$ cat config.mk
export PLATFORM = sky130hd
export DESIGN_NAME = stq_cell
export DESIGN_NICKNAME = d
export VERILOG_FILES = /design/src/rtl/core/stq_pkg.sv /design/src/rtl/core/stq_cell.sv
export SDC_FILE = /design/constraint.sdc
export NUM_CORES = 1
export LEC_CHECK = 0
export BUFFER_PORTS_ARGS = -buffer_cell sky130_fd_sc_hd__buf_2
export CAP_MARGIN = 10
export CORE_AREA = 2 2 125 127
export DETAILED_ROUTE_END_ITERATION = 8
export DIE_AREA = 0 0 127 129
export GPL_TIMING_DRIVEN = 0
export PLACE_DENSITY = 0.65
export SLEW_MARGIN = 15
export SYNTH_ARGS = -nofsm -noshare
export SYNTH_HDL_FRONTEND = slang
export SYNTH_SLANG_ARGS = --single-unit
$ cat constraint.sdc
create_clock -name clk -period 9 [get_ports clk]
set_input_delay 1.35 -clock clk [delete_from_list [all_inputs] [get_ports clk]]
set_output_delay 1.35 -clock clk [all_outputs]
set_load 0.01 [all_outputs]
$ cat src/rtl/core/stq_pkg.sv
// ----------------------------------------------------------------------------
// stq_pkg: shared types and constants of the sorted timer queue
// Entry layout, chain control word, command and status codes.
// ----------------------------------------------------------------------------
`default_nettype none

package stq_pkg;

  localparam int SLOTS    = 16;
  localparam int FIRE_MAX = 16;
  localparam int FQ_AW    = $clog2(FIRE_MAX);
  localparam int FQ_CW    = $clog2(FIRE_MAX + 1);

  // input commands
  localparam logic [1:0] CMD_ONESHOT  = 2'd0;
  localparam logic [1:0] CMD_PERIODIC = 2'd1;
  localparam logic [1:0] CMD_CANCEL   = 2'd2;
  localparam logic [1:0] CMD_TICK     = 2'd3;

  // result status
  localparam logic [2:0] ST_SETUP    = 3'd0;
  localparam logic [2:0] ST_FULL     = 3'd1;
  localparam logic [2:0] ST_REMOVED  = 3'd2;
  localparam logic [2:0] ST_NOTFOUND = 3'd3;
  localparam logic [2:0] ST_FIRED    = 3'd4;
  localparam logic [2:0] ST_QUIET    = 3'd5;

  // chain operations
  localparam logic [1:0] OP_HOLD = 2'd0;
  localparam logic [1:0] OP_INS  = 2'd1;
  localparam logic [1:0] OP_REM  = 2'd2;

  typedef struct packed {
    logic        valid;
    logic [15:0] id;
    logic [31:0] expiry;
    logic [23:0] period;
    logic        periodic;
  } entry_t;

  typedef struct packed {
    logic [1:0]  op;
    logic        head;   // remove slot 0 regardless of id
    logic [15:0] key;
    entry_t      ent;
  } chain_ctrl_t;

  // serial time compare: a is earlier than b
  function automatic logic earlier(input logic [31:0] a, input logic [31:0] b);
    logic [31:0] d;
    d = a - b;
    return d[31];
  endfunction

endpackage

`default_nettype wire

$ cat src/rtl/core/stq_cell.sv
// ----------------------------------------------------------------------------
// stq_cell: one slot of the sorted timer chain
// Holds one entry; on insert or remove it keeps, takes the new entry or
// takes a neighbor's entry, decided by the position flag from the left and its own position test.
// ----------------------------------------------------------------------------
`default_nettype none

module stq_cell
  import stq_pkg::*;
(
  input  wire logic        clk,
  input  wire logic        rst_n,
  input  wire chain_ctrl_t ctrl,
  input  wire entry_t      left_ent,
  input  wire entry_t      right_ent,
  input  wire logic        found_in,
  output logic             found_out,
  output entry_t           ent_q
);

  entry_t ent_r;
  entry_t ent_nxt;
  logic   hit;

  // position test for this slot
  always_comb begin
    hit = 1'b0;
    unique case (ctrl.op)
      OP_INS:  hit = !ent_r.valid || earlier(ctrl.ent.expiry, ent_r.expiry);
      OP_REM:  hit = ctrl.head || (ent_r.valid && (ent_r.id == ctrl.key));
      default: hit = 1'b0;
    endcase
  end

  assign found_out = found_in | hit;

  // shift right on insert, left on remove
  always_comb begin
    ent_nxt = ent_r;
    unique case (ctrl.op)
      OP_INS: begin
        if (found_in) ent_nxt = left_ent;
        else if (hit) ent_nxt = ctrl.ent;
      end
      OP_REM: begin
        if (found_in || hit) ent_nxt = right_ent;
      end
      default: ent_nxt = ent_r;
    endcase
  end

  always_ff @(posedge clk) begin
    if (!rst_n) begin
      ent_r.valid <= 1'b0;
    end else begin
      ent_r <= ent_nxt;
    end
  end

  assign ent_q = ent_r;

endmodule

`default_nettype wire

==> summary.txt, run 1 <==
Status
  • Status: finished clean

Flow run
  • Maximum Capacitance Violations: 0

Floorplan
  • CORE AREA: 0.01498 mm^2
  • Die Ht: 129 um
  • Die area: 0.01638 mm^2
  • Num ports: 319
  • Die Wd: 127 um
  • Cell row count: 45
  • Initial Utilization: 0.3178

GRT
  • First-pass GRT wire length: 23,500 um
  • Largest net degree at the start of global routing: 40
  • Antenna violations before repair: 2
  • Vias in the first global route: 4,626
  • GRT Util Overall: 0.1868
  • Gr ovfl total: 0

Drt
  • DR vias: 4,613
  • DRT iter0 DRCs: 217
  • WL per Instance: 15.94 um
  • Drt pass-1 iters: 4
  • # DRC: 0
  • Vias per inst: 4.660
  • Detailed Route WL: 15,780 um
  • Final ANT Viol Nets: 0

Synthesis
  • Area fraction of the dominant cell type after synthesis: 0.4606
  • Syn_area_per_cell: 10.15 um^2
  • Synth cell count leaders: nand2_1 (86), mux2i_1 (75), edfxtp_1 (73)
  • Number of synthesized flops with an enable pin: 73
  • Yosys Warn Count: 0
  • Library cells used by synthesis: 31
  • Seq cells post-synth: 74
  • Synth top area cells: edfxtp_1 (46%), mux2i_1 (16%), ha_1 (8.4%)
  • Synth area leader: edfxtp_1
  • Top FF cell, synth: edfxtp_1
  • Count leader, synth: nand2_1
  • Syn_nets: 745
  • Synth Cell Area: 0.004760 mm^2
  • Async SR Flop Fraction: 0
  • Synthesized instance count: 469
  • Seq/Total Area, Yosys: 0.4648

Setup path
  • Critical Path RT: 7.65 ns
  • Kind of critical path: in2out
  • Critical-path cell list: buf_2 -> ha_1 -> a21oi_2 -> nand2_1 -> a221o_1 -> a211o_1 -> a2111o_1 -> a32oi_1 -> o21bai_1 -> buf_2
  • Worst setup EP type: output port
  • WP buf/inv: 2
  • Crit-path slowest cell: ha_1
  • Most Frequent Cell on Critical Path: buf_2
  • Crit-path leading delay family: compound AO/OA/AOI/OAI gates
  • Crit-path max cell delay: 0.34 ns
  • Startpoint Class: input pin
  • Crit path DAT: 3.45 ns
  • Crit Path Max Fanout: 3

STA
  • Max-slew headroom: 0.4678
  • Hold Vio Cnt, Final: 0
  • Slew Viols, Final: 0
  • WHS: 0.5349 ns
  • Setup_tns: 0 ns
  • Unrepaired setup endpoints after global routing: false
  • Max frequency: 208.2 MHz
  • Period minus WS final: 4.802 ns
  • Worst slew pin tran: 0.7984 ns
  • Setup-failing EPs final: 0
  • Setup ws final: 4.198 ns
  • Setup Skew: 0.009330 ns
  • Part of the cycle the worst path needs: 0.5336

Clock network
  • Hold Buf Count CTS: 0
  • CTS Buffer Depth: 2
  • Num CTS Buffers: 9
  • Clk_lat worst skew: 0.34 ns
  • Clock Sinks: 74
  • Resized cells post-CTS: 0
  • CTS root buffer: clkbuf_16
  • CTS tree: done
  • Clock slew at reported path FFs: 0.05 ns
  • Post-CTS setup buffer count: 0
  • H-tree depth: 3

Worst hold path
  • Hold crit path type: reg2reg

Layout
  • Max FFs per register: 74
  • Nets: 1,074
  • Area Overhead vs Synth: 44.09%
  • Share of layout cells above drive strength 1: 0.4165
  • Non-filler cells, final: 990
  • Ant diodes: 0
  • Final Util: 0.4579
  • Design Area, Final: 0.006858 mm^2

Place
  • Hpwl dp: 12,860 um
  • PortBufs: 317
  • Pre-CTS setup slack: 4.183 ns
  • DP Cell Count: 975
  • DP Area: 0.006604 mm^2
  • Routability cong.: 0.8106

Pwr
  • Worst vdd ir: 0.00006982 V
  • Power Dens Cells: 138.3 mW/mm^2
  • Overall power: 0.9483 mW
  • Pleak: 3.327 nW
## final cells by class
class,instances,area (um^2)
plain buffers,25,110.1
clock buffers,12,236.5
clock inverters,3,17.52
fillers,1518,8119
inverters,33,123.9
multi-input cells,337,2316
flip-flops and latches,74,2212
well taps,188,235.2
repair buffers,318,1607
## cell usage in the layout (no fill, tap or decap), drive strengths merged, types with 4 or more instances in the layout
cell type,synthesis,layout
clkbuf,18,30
a21oi,16,16
nand4,6,6
edfxtp,73,73
xnor2,13,13
nand2,86,86
mux2i,75,75
buf,7,325
xor2,4,4
ha,32,32
o21ai,83,83
inv,33,33
## cells by family (layout without fill, tap and decap cells)
family	Yosys count	count (layout)	share of synthesized area
fa+ha+maj	32	32	0.08412
buf+inv	58	391	0.04916
simple gates	106	106	0.09201
xor+xnor	17	17	0.03128
compound gates	107	107	0.1209
mux	75	75	0.1577
flops	74	74	0.4648
## final timing paths
| check | from | end | slack, ns | cells after the start |
|---|---|---|---|---|
| max | ctrl[54] | found_out | 4.20 | 10 |
| min | ent_q[73] | ent_q[73] | 0.53 | 2 |
| max reg2reg | ent_q[54] | ent_q[2] | 5.68 | 11 |
| min reg2reg | ent_q[73] | ent_q[73] | 0.53 | 2 |
## metal layers
| layer | wire length [um] | track usage | vias up |
|---|---|---|---|
| met4 | 323 | 0.06529 | 2 |
| met5 | 11 | 0 | - |
| met1 | 6622 | 0.2266 | 2050 |
| met2 | 7613 | 0.3229 | 194 |
| li1 | - | - | 2345 |
| met3 | 1212 | 0.04865 | 22 |
## worst register-to-register path, cell delays in order (launching register included)
cell,delay [ns]
edfxtp_1,0.39
inv_1,0.07
ha_1,0.26
a21oi_2,0.16
nand2_1,0.07
a221o_1,0.34
a211o_1,0.29
a32oi_1,0.20
a32oi_1,0.14
o21ai_1,0.23
and2_4,0.52
buf_12,0.31
## power breakdown
part | switching (mW) | leakage, nW | internal (mW)
logic | 0.110 | 2.51 | 0.0997
clock network | 0.138 | 0.124 | 0.185
registers | 0.00854 | 0.689 | 0.408
Power figures use the tool's default switching activity.
==> inputs of run 2 (changes only) <==
- CORE_AREA: 2 2 125 127 -> 2 2 124 126
- DIE_AREA: 0 0 127 129 -> 0 0 126 128
- PLACE_DENSITY: 0.65 -> 0.68
- clock period: 9 -> 4.4 ns (I/O delays scaled with it)
==> summary.txt, run 2 (same netlist as run 1, synthesis figures left out) <==
Drt
  • Vias per inst: 4.692
  • # DRC: 0
  • WL per Instance: 15.62 um
  • DRT iter0 DRCs: 183
  • Detailed Route WL: 15,470 um
  • Final ANT Viol Nets: 0
  • Drt pass-1 iters: 4
  • DR vias: 4,645

Place
  • PortBufs: 317
  • Routability cong.: 0.8388
  • Hpwl dp: 12,690 um
  • Pre-CTS setup slack: 0.6070 ns
  • DP Area: 0.006604 mm^2

Pwr
  • Worst vdd ir: 0.0001444 V
  • Power Dens Cells: 304.4 mW/mm^2
  • Pleak: 3.362 nW

STA
  • Setup ws final: 0.9034 ns
  • Max-slew headroom: 0.4771
  • Setup-failing EPs final: 0
  • Slew Viols, Final: 0
  • Worst slew pin tran: 0.7843 ns
  • Unrepaired setup endpoints after global routing: false
  • Period minus WS final: 3.497 ns
  • Setup Skew: 0.009654 ns
  • Part of the cycle the worst path needs: 0.7947
  • WHS: 0.5283 ns
  • Hold Vio Cnt, Final: 0
  • Setup_tns: 0 ns
  • Max frequency: 286.0 MHz

Layout
  • Nets: 1,074
  • Share of layout cells above drive strength 1: 0.4202
  • Max FFs per register: 74
  • Design Area, Final: 0.006935 mm^2
  • Area Overhead vs Synth: 45.71%
  • Ant diodes: 0
  • Commonest non-fill, non-tap cell in the layout: buf_2
  • Most frequent cells in the layout: buf_2 (317), nand2_1 (86), mux2i_1 (75)
  • Final Util: 0.4666

Clock network
  • H-tree depth: 3
  • CTS root buffer: clkbuf_16
  • Num CTS Buffers: 9
  • CTS Buffer Depth: 2
  • Post-CTS setup buffer count: 0
  • Resized cells post-CTS: 0
  • Clock slew at reported path FFs: 0.06 ns
  • CTS tree: done
  • Clk_lat worst skew: 0.34 ns
  • Clock Sinks: 74
  • Hold Buf Count CTS: 0

Setup path
  • Reg-to-reg endpoint: ent_q[26]
  • Crit Path Max Fanout: 4
  • Reg-to-Reg Start: ent_q[45]
  • Critical Path RT: 3.74 ns
  • R2R Setup Slk: 1.04 ns
  • Startpoint Class: input pin
  • Crit path DAT: 2.84 ns
  • Worst setup EP type: output port
  • R2R depth: 11
  • Kind of critical path: in2out

Worst hold path
  • Hold Path End: ent_q[73]
  • Hold Path Stages: 2
  • Hold crit path type: reg2reg
  • Worst Min Path Start: ent_q[73]

Floorplan
  • CORE AREA: 0.01486 mm^2
  • Die Wd: 126 um
  • Cell row count: 45
  • Initial Utilization: 0.3202
  • Die Ht: 128 um
  • Die area: 0.01613 mm^2
  • Num ports: 319

GRT
  • First-pass GRT wire length: 23,140 um
  • Gr ovfl total: 0
  • Vias in the first global route: 4,673
  • Largest net degree at the start of global routing: 43
  • Antenna violations before repair: 0
  • GRT Util Overall: 0.1855

Status
  • Status: finished clean

Flow run
  • Maximum Capacitance Violations: 0
run 2: cell types whose count changed in the layout (fill, tap and decap cells not counted):
cell,before,now
bufinv_16,0,3
clkbuf_1,21,18
clkinvlp_4,0,1
clkinv_4,1,0
run 2: critical path, stage by stage:
cell and delay [ns]:
buf_2 0.11, ha_1 0.33, nand4_1 0.20, nor2_1 0.07, a221o_1 0.32, a211o_1 0.32, a2111o_1 0.29, a32oi_1 0.27
o21bai_1 0.09, buf_2 0.15
run 2: final cells by class:
type	count	area, um^2
sequential	74	2212
clock inverter	6	106.4
fill	1497	7929
timing repair buffer	318	1607
tap	188	235.2
multi-input combinational	337	2316
inverter	33	123.9
clock buffer	9	225.2
buffer	25	110.1
run 2: worst max-delay path by stage:
stage	startpoint	end	slack, ns
after floorplan	ctrl[54]	ent_q[0]	0.76
after global placement	ctrl[54]	ent_q[34]	-0.02
after detailed placement	ctrl[54]	ent_q[34]	0.61
after CTS	ctrl[54]	found_out	0.91
after global routing	ctrl[54]	found_out	0.80
final	ctrl[54]	found_out	0.90
run 2: where the power goes:
part | switching (mW) | internal, mW | leakage (nW)
registers | 0.0172 | 0.834 | 0.689
logic | 0.225 | 0.204 | 2.51
clock network | 0.284 | 0.548 | 0.159
run 2: routing by layer:
metal  global-route usage  up-vias  part of all wire
met5                    0        -                 0
met4              0.07822        0             0.027
met3              0.05092       25             0.073
met2               0.3201      202              0.49
met1               0.2178     2080              0.41
li1                     -     2338                 -
run 2: through the flow:
| stage | cells | total power, mW |
|---|---|---|
| 2_1_floorplan | 469 | 1.081 |
| 3_3_place_gp | 974 | 1.288 |
| 3_5_place_dp | 975 | 1.300 |
| 4_1_cts | 990 | 2.143 |
| 5_1_grt | 990 | 2.220 |
| 6_report | 990 | 2.111 |
==> inputs of run 3 (changes only) <==
- ABC_AREA: not set -> 1
- CORE_AREA: 2 2 124 126 -> 2 2 123 125
- DIE_AREA: 0 0 126 128 -> 0 0 125 127
- PLACE_DENSITY: 0.68 -> 0.67
- clock period: 4.4 -> 3.4 ns (I/O delays scaled with it)
==> summary.txt, run 3 <==
Status
  • Status: finished clean

Clock network
  • Num CTS Buffers: 9
  • CTS tree: done
  • CTS root buffer: clkbuf_16
  • Hold Buf Count CTS: 0
  • H-tree depth: 3
  • Resized cells post-CTS: 0
  • CTS Buffer Depth: 2
  • Clock Sinks: 74
  • Clk_lat worst skew: 0.33 ns
  • Post-CTS setup buffer count: 0
  • Clock slew at reported path FFs: 0.06 ns

Synthesis
  • Syn_nets: 891
  • Syn_area_per_cell: 7.873 um^2
  • Library cells used by synthesis: 27
  • Synth Cell Area: 0.004842 mm^2
  • Area fraction of the dominant cell type after synthesis: 0.4527
  • Seq cells post-synth: 74
  • Count leader, synth: a21oi_1
  • Top FF cell, synth: edfxtp_1
  • Seq/Total Area, Yosys: 0.4568
  • Synthesized instance count: 615
  • Async SR Flop Fraction: 0
  • Synth top area cells: edfxtp_1 (45%), a21oi_1 (16%), nand2_1 (11%)
  • Synth cell count leaders: a21oi_1 (157), nand2_1 (138), nor2_1 (88)
  • Number of synthesized flops with an enable pin: 73
  • Yosys Warn Count: 0
  • Synth area leader: edfxtp_1

Worst hold path
  • Hold Path End: ent_q[73]
  • Hold Path Stages: 3
  • Worst Min Path Start: rst_n
  • Hold crit path type: in2reg

Floorplan
  • Num ports: 319
  • Die area: 0.01588 mm^2
  • Die Ht: 127 um
  • Initial Utilization: 0.3357
  • Die Wd: 125 um
  • CORE AREA: 0.01442 mm^2
  • Cell row count: 44

STA
  • Hold Vio Cnt, Final: 0
  • Slew Viols, Final: 0
  • Worst slew pin tran: 0.7672 ns
  • WHS: 0.4235 ns
  • Unrepaired setup endpoints after global routing: false
  • Setup_tns: 0 ns
  • Setup-failing EPs final: 0
  • Part of the cycle the worst path needs: 0.8360
  • Max frequency: 351.8 MHz
  • Period minus WS final: 2.843 ns
  • Setup Skew: 0.008025 ns
  • Max-slew headroom: 0.4885

Setup path
  • Startpoint Class: flop
  • Reg-to-reg endpoint: ent_q[40]
  • R2R depth: 16
  • Crit-path max cell delay: 0.44 ns
  • Crit path DAT: 2.85 ns
  • Crit-path slowest cell: and3_4
  • Most Frequent Cell on Critical Path: nand2_1
  • Worst setup EP type: flop
  • Worst Setup SP: ent_q[55]
  • R2R Setup Slk: 0.56 ns
  • Crit Path Max Fanout: 50
  • Critical Path RT: 3.40 ns
  • Critical-path cell list: inv_1 -> ha_1 -> nand2_1 -> nor2_2 -> nor3b_2 -> and2b_1 -> nand2_1 -> nand2_1 -> nand2_1 -> nand3_1 -> nand2_1 -> nand2_1 -> nand2_1 -> nand2_2 -> and3_4 -> buf_16
  • Reg-to-Reg Start: ent_q[55]
  • Kind of critical path: reg2reg

Layout
  • Register area: 0.002212 mm^2
  • Final Util: 0.4843
  • Area Overhead vs Synth: 44.26%
  • Max FFs per register: 74
  • Commonest non-fill, non-tap cell in the layout: buf_2
  • Share of layout cells above drive strength 1: 0.3632
  • Nets: 1,221
  • Area occupied by multi-input gates: 0.002273 mm^2
  • Most frequent cells in the layout: buf_2 (318), a21oi_1 (157), nand2_1 (138)
  • Fillcell total: 1,502

GRT
  • Antenna violations before repair: 2
  • Vias in the first global route: 5,357
  • First-pass GRT wire length: 26,430 um
  • Largest net degree at the start of global routing: 51
  • GRT Util Overall: 0.2090
  • Gr ovfl total: 0

Pwr
  • Pleak: 3.494 nW
  • Power Dens Cells: 379.9 mW/mm^2
  • Worst vdd ir: 0.0002503 V

Drt
  • Final ANT Viol Nets: 0
  • DRT iter0 DRCs: 287
  • Detailed Route WL: 17,170 um
  • Vias per inst: 4.765
  • # DRC: 0
  • Drt pass-1 iters: 5
  • DR vias: 5,408
  • WL per Instance: 15.12 um

Flow run
  • Maximum Capacitance Violations: 0

Place
  • Hpwl dp: 13,720 um
  • PortBufs: 318
  • Routability cong.: 0.9186
## run 3: cell count changes after synthesis, sizes merged, moves of 3 or more
| cell | delta |
|---|---|
| o22ai | +3 |
| clkbuf | +8 |
| mux2i | -75 |
| nor2 | +86 |
| nand3 | +4 |
| o21ai | -80 |
| nand4 | -4 |
| inv | +27 |
| a21oi | +141 |
| xor2 | -3 |
| xnor2 | -6 |
| nand2 | +54 |
## run 3: worst max-delay path by stage
stage,to,slack (ns),cells past startpoint
floorplan,ent_q[0],0.30,14
CTS,ent_q[40],0.50,16
global placement,ent_q[20],-0.44,15
detailed placement,ent_q[39],0.29,16
finish,ent_q[40],0.56,16
global route,ent_q[40],0.26,16
## run 3: per-stage QoR
stage	power [mW]	worst slack [ns]	std cells	area (um^2)
final	2.654	0.5575	1135	6985
after global routing	2.806	0.2600	1135	6985
after CTS	2.688	0.5046	1134	6983
after detailed placement	1.748	0.2857	1118	6696
after global placement	1.735	-0.4370	1117	6665
after floorplan	1.442	0.3019	615	4843
## run 3: kinds of logic after synthesis
logic type,synth area share
and+or+nand+nor,0.1956
AOI/OAI and AO/OA,0.1757
buffers and inverters,0.07468
DFF,0.4568
adders and majority gates,0.08269
xor gates and xnor gates,0.01447
## run 3: cell type report
cell class                      count  area share
Multi-Input combinational cell    449      0.3255
Clock buffer                       10     0.03278
Inverter                           60     0.03224
Timing Repair Buffer              319      0.2318
Tap cell                          184     0.03296
Clock inverter                      6    0.008239
Buffer                             32     0.01952
Sequential cell                    74      0.3167
Antenna cell                        1   0.0003582
## run 3: where the power goes
group	switching (mW)	leakage, nW	internal, mW	total, mW
Combinational	0.337	2.67	0.272	0.609
Clock	0.365	0.142	0.563	0.928
Sequential	0.0292	0.681	1.09	1.12
## run 3: critical path: cells and delay by family, from the launching register on
family                   cells  cell delay, ns
adder cells (fa/ha/maj)      1            0.28
AND/OR/NAND/NOR             13            1.49
flip-flops                   1            0.36
buffers and inverters        2            0.36
## run 3: routing by layer
layer,part of all wire,up-vias,GRT usage
met5,0.00076,-,0
met4,0.025,2,0.08105
met3,0.072,31,0.04648
met2,0.49,245,0.3625
met1,0.41,2414,0.2545
li1,-,2716,-
